[src/sv/ndt_pkg.sv]
// Shared constants and types for the name directory table.
// Sizes the table and its stored words; used by the top level and the RAM instance.
package ndt_pkg;

  localparam int ENTRIES      = 64;
  localparam int NAME_BYTES   = 8;

  localparam int NAME_W       = 64;               // packed name field on the port
  localparam int SECTOR_W     = 10;
  localparam int SLOT_OUT_W   = 6;                // slot field on the port
  localparam int STORE_NAME_W = 8 * NAME_BYTES;   // stored, normalized name
  localparam int ENTRY_W      = SECTOR_W + STORE_NAME_W;
  localparam int SLOT_W       = $clog2(ENTRIES);
  localparam int CNT_W        = $clog2(ENTRIES + 1);

  localparam logic [SLOT_W-1:0] LAST_SLOT = SLOT_W'(ENTRIES - 1);

  typedef enum logic [1:0] {
    KIND_FIND   = 2'd0,
    KIND_ADD    = 2'd1,
    KIND_REMOVE = 2'd2
  } kind_t;

  typedef enum logic [1:0] {
    ST_OK        = 2'd0,
    ST_NOT_FOUND = 2'd1,
    ST_DUPLICATE = 2'd2,
    ST_FULL      = 2'd3
  } status_t;

endpackage

[src/sv/name_directory_table_top.sv]
// Name directory table: maps packed file names to header sectors in a table of
// ndt_pkg::ENTRIES slots. Depends on ndt_pkg and ndt_ram.
//
// Every request word (find, add, remove) yields one response word. A request is
// accepted, every slot of the name/sector RAM is then read in turn through its
// single read port while the previous read is checked, and the table is updated
// and the response register loaded once that register is free. A request is taken
// only in the idle state, not during a scan or while a result waits; a finished
// response waits in its own register, so the next request may start while it is
// still stalled. Valid marks live in flip-flops cleared by reset, so the table is
// usable right after reset with no clearing pass. The lowest matching valid slot
// answers find and remove; add fills the lowest free slot.
module name_directory_table_top (
  input  logic                           clk,
  input  logic                           rst,
  input  logic                           req_valid,
  output logic                           req_stall,
  input  logic [1:0]                     kind,
  input  logic [ndt_pkg::NAME_W-1:0]     file_name,
  input  logic [ndt_pkg::SECTOR_W-1:0]   header_sector,
  output logic                           rsp_valid,
  input  logic                           rsp_stall,
  output logic [1:0]                     status,
  output logic [ndt_pkg::SECTOR_W-1:0]   found_sector,
  output logic [ndt_pkg::SLOT_OUT_W-1:0] slot
);
  import ndt_pkg::*;

  typedef enum logic [1:0] {
    S_IDLE,
    S_SCAN,
    S_DONE
  } state_t;

  state_t                  state;
  kind_t                   op;
  logic [STORE_NAME_W-1:0] name;
  logic [SECTOR_W-1:0]     sector;
  logic [CNT_W-1:0]        cnt;
  logic                    pend;
  logic [SLOT_W-1:0]       pidx;
  logic                    pvalid;
  logic                    hit;
  logic [SLOT_W-1:0]       hit_idx;
  logic [SECTOR_W-1:0]     hit_sector;
  logic                    free_found;
  logic [SLOT_W-1:0]       free_idx;
  logic [ENTRIES-1:0]      valid_bits;

  logic                    ram_we;
  logic [ENTRY_W-1:0]      ram_rdata;
  logic [STORE_NAME_W-1:0] rd_name;
  logic [SECTOR_W-1:0]     rd_sector;
  logic                    rsp_free;

  status_t                 status_next;
  logic [SECTOR_W-1:0]     found_sector_next;
  logic [SLOT_OUT_W-1:0]   slot_next;

  // Keep the low NAME_BYTES bytes; zero everything from the first zero byte on.
  function automatic logic [STORE_NAME_W-1:0] normalize(input logic [NAME_W-1:0] raw);
    logic [STORE_NAME_W-1:0] o;
    logic                    stop;
    o    = '0;
    stop = 1'b0;
    for (int i = 0; i < NAME_BYTES; i++) begin
      if (raw[8*i +: 8] == 8'd0) begin
        stop = 1'b1;
      end
      if (!stop) begin
        o[8*i +: 8] = raw[8*i +: 8];
      end
    end
    return o;
  endfunction

  assign req_stall = (state != S_IDLE);
  assign rsp_free  = !rsp_valid || !rsp_stall;
  assign rd_name   = ram_rdata[STORE_NAME_W-1:0];
  assign rd_sector = ram_rdata[ENTRY_W-1:STORE_NAME_W];
  assign ram_we    = (state == S_DONE) && rsp_free && (op == KIND_ADD) && !hit && free_found;

  ndt_ram #(
    .WIDTH (ENTRY_W),
    .DEPTH (ENTRIES)
  ) u_entries (
    .clk   (clk),
    .we    (ram_we),
    .waddr (free_idx),
    .wdata ({sector, name}),
    .raddr (cnt[SLOT_W-1:0]),
    .rdata (ram_rdata)
  );

  always_comb begin
    status_next       = ST_NOT_FOUND;
    found_sector_next = '0;
    slot_next         = '0;
    case (op)
      KIND_FIND: begin
        if (hit) begin
          status_next       = ST_OK;
          found_sector_next = hit_sector;
          slot_next         = SLOT_OUT_W'(hit_idx);
        end
      end
      KIND_ADD: begin
        if (hit) begin
          status_next = ST_DUPLICATE;
        end else if (free_found) begin
          status_next = ST_OK;
          slot_next   = SLOT_OUT_W'(free_idx);
        end else begin
          status_next = ST_FULL;
        end
      end
      KIND_REMOVE: begin
        if (hit) begin
          status_next = ST_OK;
          slot_next   = SLOT_OUT_W'(hit_idx);
        end
      end
      default: begin
        status_next = ST_NOT_FOUND;
      end
    endcase
  end

  always_ff @(posedge clk) begin
    if (rst) begin
      state      <= S_IDLE;
      rsp_valid  <= 1'b0;
      valid_bits <= '0;
      pend       <= 1'b0;
    end else begin
      if (rsp_valid && !rsp_stall && (state != S_DONE)) begin
        rsp_valid <= 1'b0;
      end
      case (state)
        S_IDLE: begin
          if (req_valid) begin
            op         <= kind_t'(kind);
            name       <= normalize(file_name);
            sector     <= header_sector;
            cnt        <= '0;
            pend       <= 1'b0;
            hit        <= 1'b0;
            free_found <= 1'b0;
            state      <= S_SCAN;
          end
        end
        S_SCAN: begin
          // issue the next read while the previous one is checked
          if (cnt < CNT_W'(ENTRIES)) begin
            pend   <= 1'b1;
            pidx   <= cnt[SLOT_W-1:0];
            pvalid <= valid_bits[cnt[SLOT_W-1:0]];
            cnt    <= cnt + 1'b1;
          end else begin
            pend <= 1'b0;
          end
          if (pend) begin
            if (pvalid && (rd_name == name) && !hit) begin
              hit        <= 1'b1;
              hit_idx    <= pidx;
              hit_sector <= rd_sector;
            end
            if (!pvalid && !free_found) begin
              free_found <= 1'b1;
              free_idx   <= pidx;
            end
            if (pidx == LAST_SLOT) begin
              state <= S_DONE;
            end
          end
        end
        S_DONE: begin
          // hold until the response register is free
          if (rsp_free) begin
            rsp_valid    <= 1'b1;
            status       <= status_next;
            found_sector <= found_sector_next;
            slot         <= slot_next;
            if (ram_we) begin
              valid_bits[free_idx] <= 1'b1;
            end
            if ((op == KIND_REMOVE) && hit) begin
              valid_bits[hit_idx] <= 1'b0;
            end
            state <= S_IDLE;
          end
        end
        default: begin
          state <= S_IDLE;
        end
      endcase
    end
  end

endmodule

[src/sv/ndt_ram.sv]
// Generic single-port-write, single-port-read RAM with a registered read.
// No dependencies; width and depth come from the parameters.
module ndt_ram #(
  parameter int WIDTH = 8,
  parameter int DEPTH = 16
) (
  input  logic                     clk,
  input  logic                     we,
  input  logic [$clog2(DEPTH)-1:0] waddr,
  input  logic [WIDTH-1:0]         wdata,
  input  logic [$clog2(DEPTH)-1:0] raddr,
  output logic [WIDTH-1:0]         rdata
);

  logic [WIDTH-1:0] mem [DEPTH];

  always_ff @(posedge clk) begin
    if (we) begin
      mem[waddr] <= wdata;
    end
    rdata <= mem[raddr];
  end

endmodule
[config.mk]
export PLATFORM = sky130hd
export DESIGN_NAME = name_directory_table_top
export DESIGN_NICKNAME = d
export VERILOG_FILES = /design/src/sv/ndt_pkg.sv /design/src/sv/name_directory_table_top.sv /design/src/sv/ndt_ram.sv
export SDC_FILE = /design/constraint.sdc
export NUM_CORES = 2
export LEC_CHECK = 0
export BUFFER_PORTS_ARGS = -buffer_cell sky130_fd_sc_hd__clkbuf_2
export CORE_MARGIN = 2
export CORE_UTILIZATION = 40
export DETAILED_ROUTE_END_ITERATION = 10
export HOLD_SLACK_MARGIN = 0.02
export PLACE_DENSITY = 0.57
export SLEW_MARGIN = 0
export SYNTH_ARGS = -nofsm -noshare
export SYNTH_HDL_FRONTEND = slang
export SYNTH_HIERARCHICAL = 1
export SYNTH_MEMORY_MAX_BITS = 65536
export SYNTH_SLANG_ARGS = --single-unit
[constraint.sdc]
create_clock -name clk -period 7.8 [get_ports clk]
set_clock_uncertainty 0.15 [all_clocks]
set_input_delay 1.17 -clock clk [delete_from_list [all_inputs] [get_ports clk]]
set_output_delay 1.17 -clock clk [all_outputs]
set_load 0.02 [all_outputs]
==> impl_metrics.yaml <==
die:
  die_x_um: 693.6
  die_h_um: 693.6
  design.core.area_mm2: 0.4742
  ios: 100
  dieArea_mm2: 0.4811
  initial_utilization_pct: 40.12
  row_count: 253
run_status:
  status: "complete, no violations"
logic_synthesis:
  ys_seq_area_share_pct: 78.34
  syn_nets: 8665
  synth_area_leaders: "edfxtp_1 77%, mux4_2 14%, dfxtp_1 1.5%"
  yosys.cell_types.count: 63
  synth_edf_count: 4868
  synth_top_flop_cell: "edfxtp_1"
  yosys_warnings: 6
  syn_avg_cell_area_um2: 22.16
  netlist_instances: 8584
  synth.cell_area_mm2: 0.1902
  async_flop_share_pct: 0
  synth_top_cell_by_area: "edfxtp_1"
  ys_ff_latch: 5010
  synth_top_area_share_pct: 76.84
finish:
  final_nets: 9118
  drive_above_1_share_pct: 26.20
  multi_input_area_mm2: 0.03909
  final_common_cell: "edfxtp_1"
  layout_common_cells: "4,868 x edfxtp_1, 1,191 x mux4_2, 543 x clkbuf_16, 257 x buf_4, 233 x nand2_1"
  areaGrowthSynthToFinish_pct: 13.84
  register_area_mm2: 0.1490
  fillers: 39210
power_and_ir_drop:
  clkPwrFrac_pct: 42.9
  p_switching_uw: 12380
  vdd_drop_max_uv: 249.0
  p_int_uw: 44430
  seq_power_share_pct: 52.1
  p_leak_uw: 0.06666
  p_comb_share_pct: 5.0
  powerDensity_mw_per_mm2: 262.3
  switching_share_pct: 21.79
worst_setup_path:
  end_kind: "flop"
  startpoint_type: "flop"
  reg2reg_depth: 9
  r2r-end: "u_entries/mem[42][48]"
  slowest_delay_ns: 0.98
  cp_data_arrival_time_ns: 5.42
  cp.required_ns: 8.32
  crit_top_cell: "nand2_1"
  crit_chain: "nor3_1 -> buf_4 -> nand2_1 -> inv_1 -> nand2_1 -> nor2_1 -> nand2_1 -> nor2_4 -> buf_4"
  cp_max_fo: 28
  cp_slowest_cell: "nor2_4"
  r2r_slack_ns: 2.90
  crit_type: "flop to flop"
  reg2reg_from: "hit"
clock_network:
  cts_buffers: 528
  cts_tree: "built"
  clk_latency_ns: 1.05
  cts-htree-levels: 6
  holdBufCountCts: 0
  clock-sinks: 5010
  cts-root-buf: "clkbuf_16"
  cts_resized: 0
  post_cts.repair.setup_buffers: 0
  clk_pin_slew_ns: 0.06
  clk_path_buf_depth: 4
placement:
  place.gp.congestion: 0.8202
  port_buffers: 99
  hpwl_um: 304500
global_route:
  grt_pass1_vias: 95410
  grt_max_degree: 119
  grtUsageTotal_pct: 22.48
  antenna_found_initial: 34
  grt_pass1_wl_um: 762200
  grt-ovfl-total: 0
routing:
  drt_iter0_markers: 13300
  num_vias: 95020
  postRouteWirelength_um: 549900
  vias_per_cell: 6.046
  wl_per_cell_um: 34.99
  dr.pass1.iters: 6
  ant_nets: 0
  drc: 0
timing:
  tightest_slew_ns: 1.464
  max_freq_mhz: 203.9
  fin_setup_tns_ns: 0
  rsz0062_at_grt: "false"
  slew_headroom_pct: 2.164
  hold_ws_ns: 0.1477
  finalMaxSlewViolations: 0
  setup_viol: 0
  finalHoldViolations: 0
  min_period_ns: 4.904
  period_share_pct: 62.87
hold_path:
  hold-path-endpoint: "sector[9]"
  min-delay-start: "header_sector[9]"
  hold_class: "input port to flop"
  holdPathStages: 1
flow_run:
  drv_cap: 0
==> power by group through the flow <==
stage	combinational [uW]	sequential (uW)	clock, uW
3_3_place_gp	2820	30200	0
3_5_place_dp	2860	30200	0
2_1_floorplan	1570	30300	0
4_1_cts	2860	29600	24700
5_1_grt	2980	29600	25700
6_report	2840	29600	24400
==> state kept, by name (all words and copies together) (netlist names), 6 cells and up <==
register and count:
found_sector 10, name 64, hit_idx 6, u_entries/rdata 74
hit_sector 10, slot 6, valid_bits 64, pidx 6
sector 10, u_entries/mem 4736, cnt 7, free_idx 6
==> logic make-up after synthesis <==
logic type | after synthesis | share of synthesized area, %
buffers and inverters | 544 | 1.432
adders and majority gates | 1 | 0.006576
muxes | 1362 | 15.07
and+or+nand+nor | 1012 | 2.693
DFF | 5010 | 78.34
xor gates and xnor gates | 58 | 0.2670
AOI/OAI and AO/OA | 597 | 2.196
==> per-stage QoR <==
stage | setup WS [ns] | cells | util [%] | instance area [um2] | power [uW]
CTS | 2.921 | 15700 | 45.66 | 216500 | 57190
finish | 2.896 | 15720 | 45.67 | 216600 | 56810
global placement | 2.407 | 14750 | 42.15 | 199900 | 33000
global route | 2.768 | 15700 | 45.66 | 216500 | 58290
detailed placement | 2.387 | 14750 | 42.16 | 199900 | 33040
floorplan | 0.2012 | 8584 | - | 190200 | 31860
==> per-layer routing <==
layer	GRT usage (%)	vias up	share of wire (%)	wire [um]
li1	-	37290	-	-
met1	32.36	52030	41	223900
met2	35.80	4961	47	260200
met3	3.990	729	9.4	51440
met4	5.470	4	2.6	14320
met5	0	-	0.0044	24
==> cell type report <==
type	count	share of cell area, %
Clock buffer	689	6.615
Antenna cell	15	0.01733
Sequential cell	5010	68.81
Tap cell	6247	3.609
Clock inverter	258	1.060
Multi-Input combinational cell	3030	18.05
Timing Repair Buffer	426	1.770
Inverter	41	0.07106
==> critical path: cells and delay by family, from the launching register on <==
| family | cells | cell delay [ns] |
|---|---|---|
| buffers and inverters | 3 | 1.25 |
| flip-flops | 1 | 0.67 |
| AND/OR/NAND/NOR | 6 | 2.30 |
==> worst max-delay path by stage <==
stage | to | start | slack, ns
floorplan | u_entries/mem[48][0] | rsp_stall | 0.20
global placement | u_entries/mem[42][43] | rsp_stall | 2.41
detailed placement | u_entries/mem[42][33] | rsp_stall | 2.39
CTS | u_entries/mem[42][48] | hit | 2.92
global route | u_entries/mem[42][50] | hit | 2.77
finish | u_entries/mem[42][48] | hit | 2.90
==> synth_stat cells (all sizes together) (71+ instances only) <==
cell type / n
mux2i: 159
clkbuf: 240
mux4: 1199
nand3: 210
nand2: 237
nor2: 149
buf: 262
o22ai: 101
nand4: 106
edfxtp: 4868
a22oi: 149
dfxtp: 142
a211oi: 82
a21oi: 71
(Power assumes the default switching activity.)
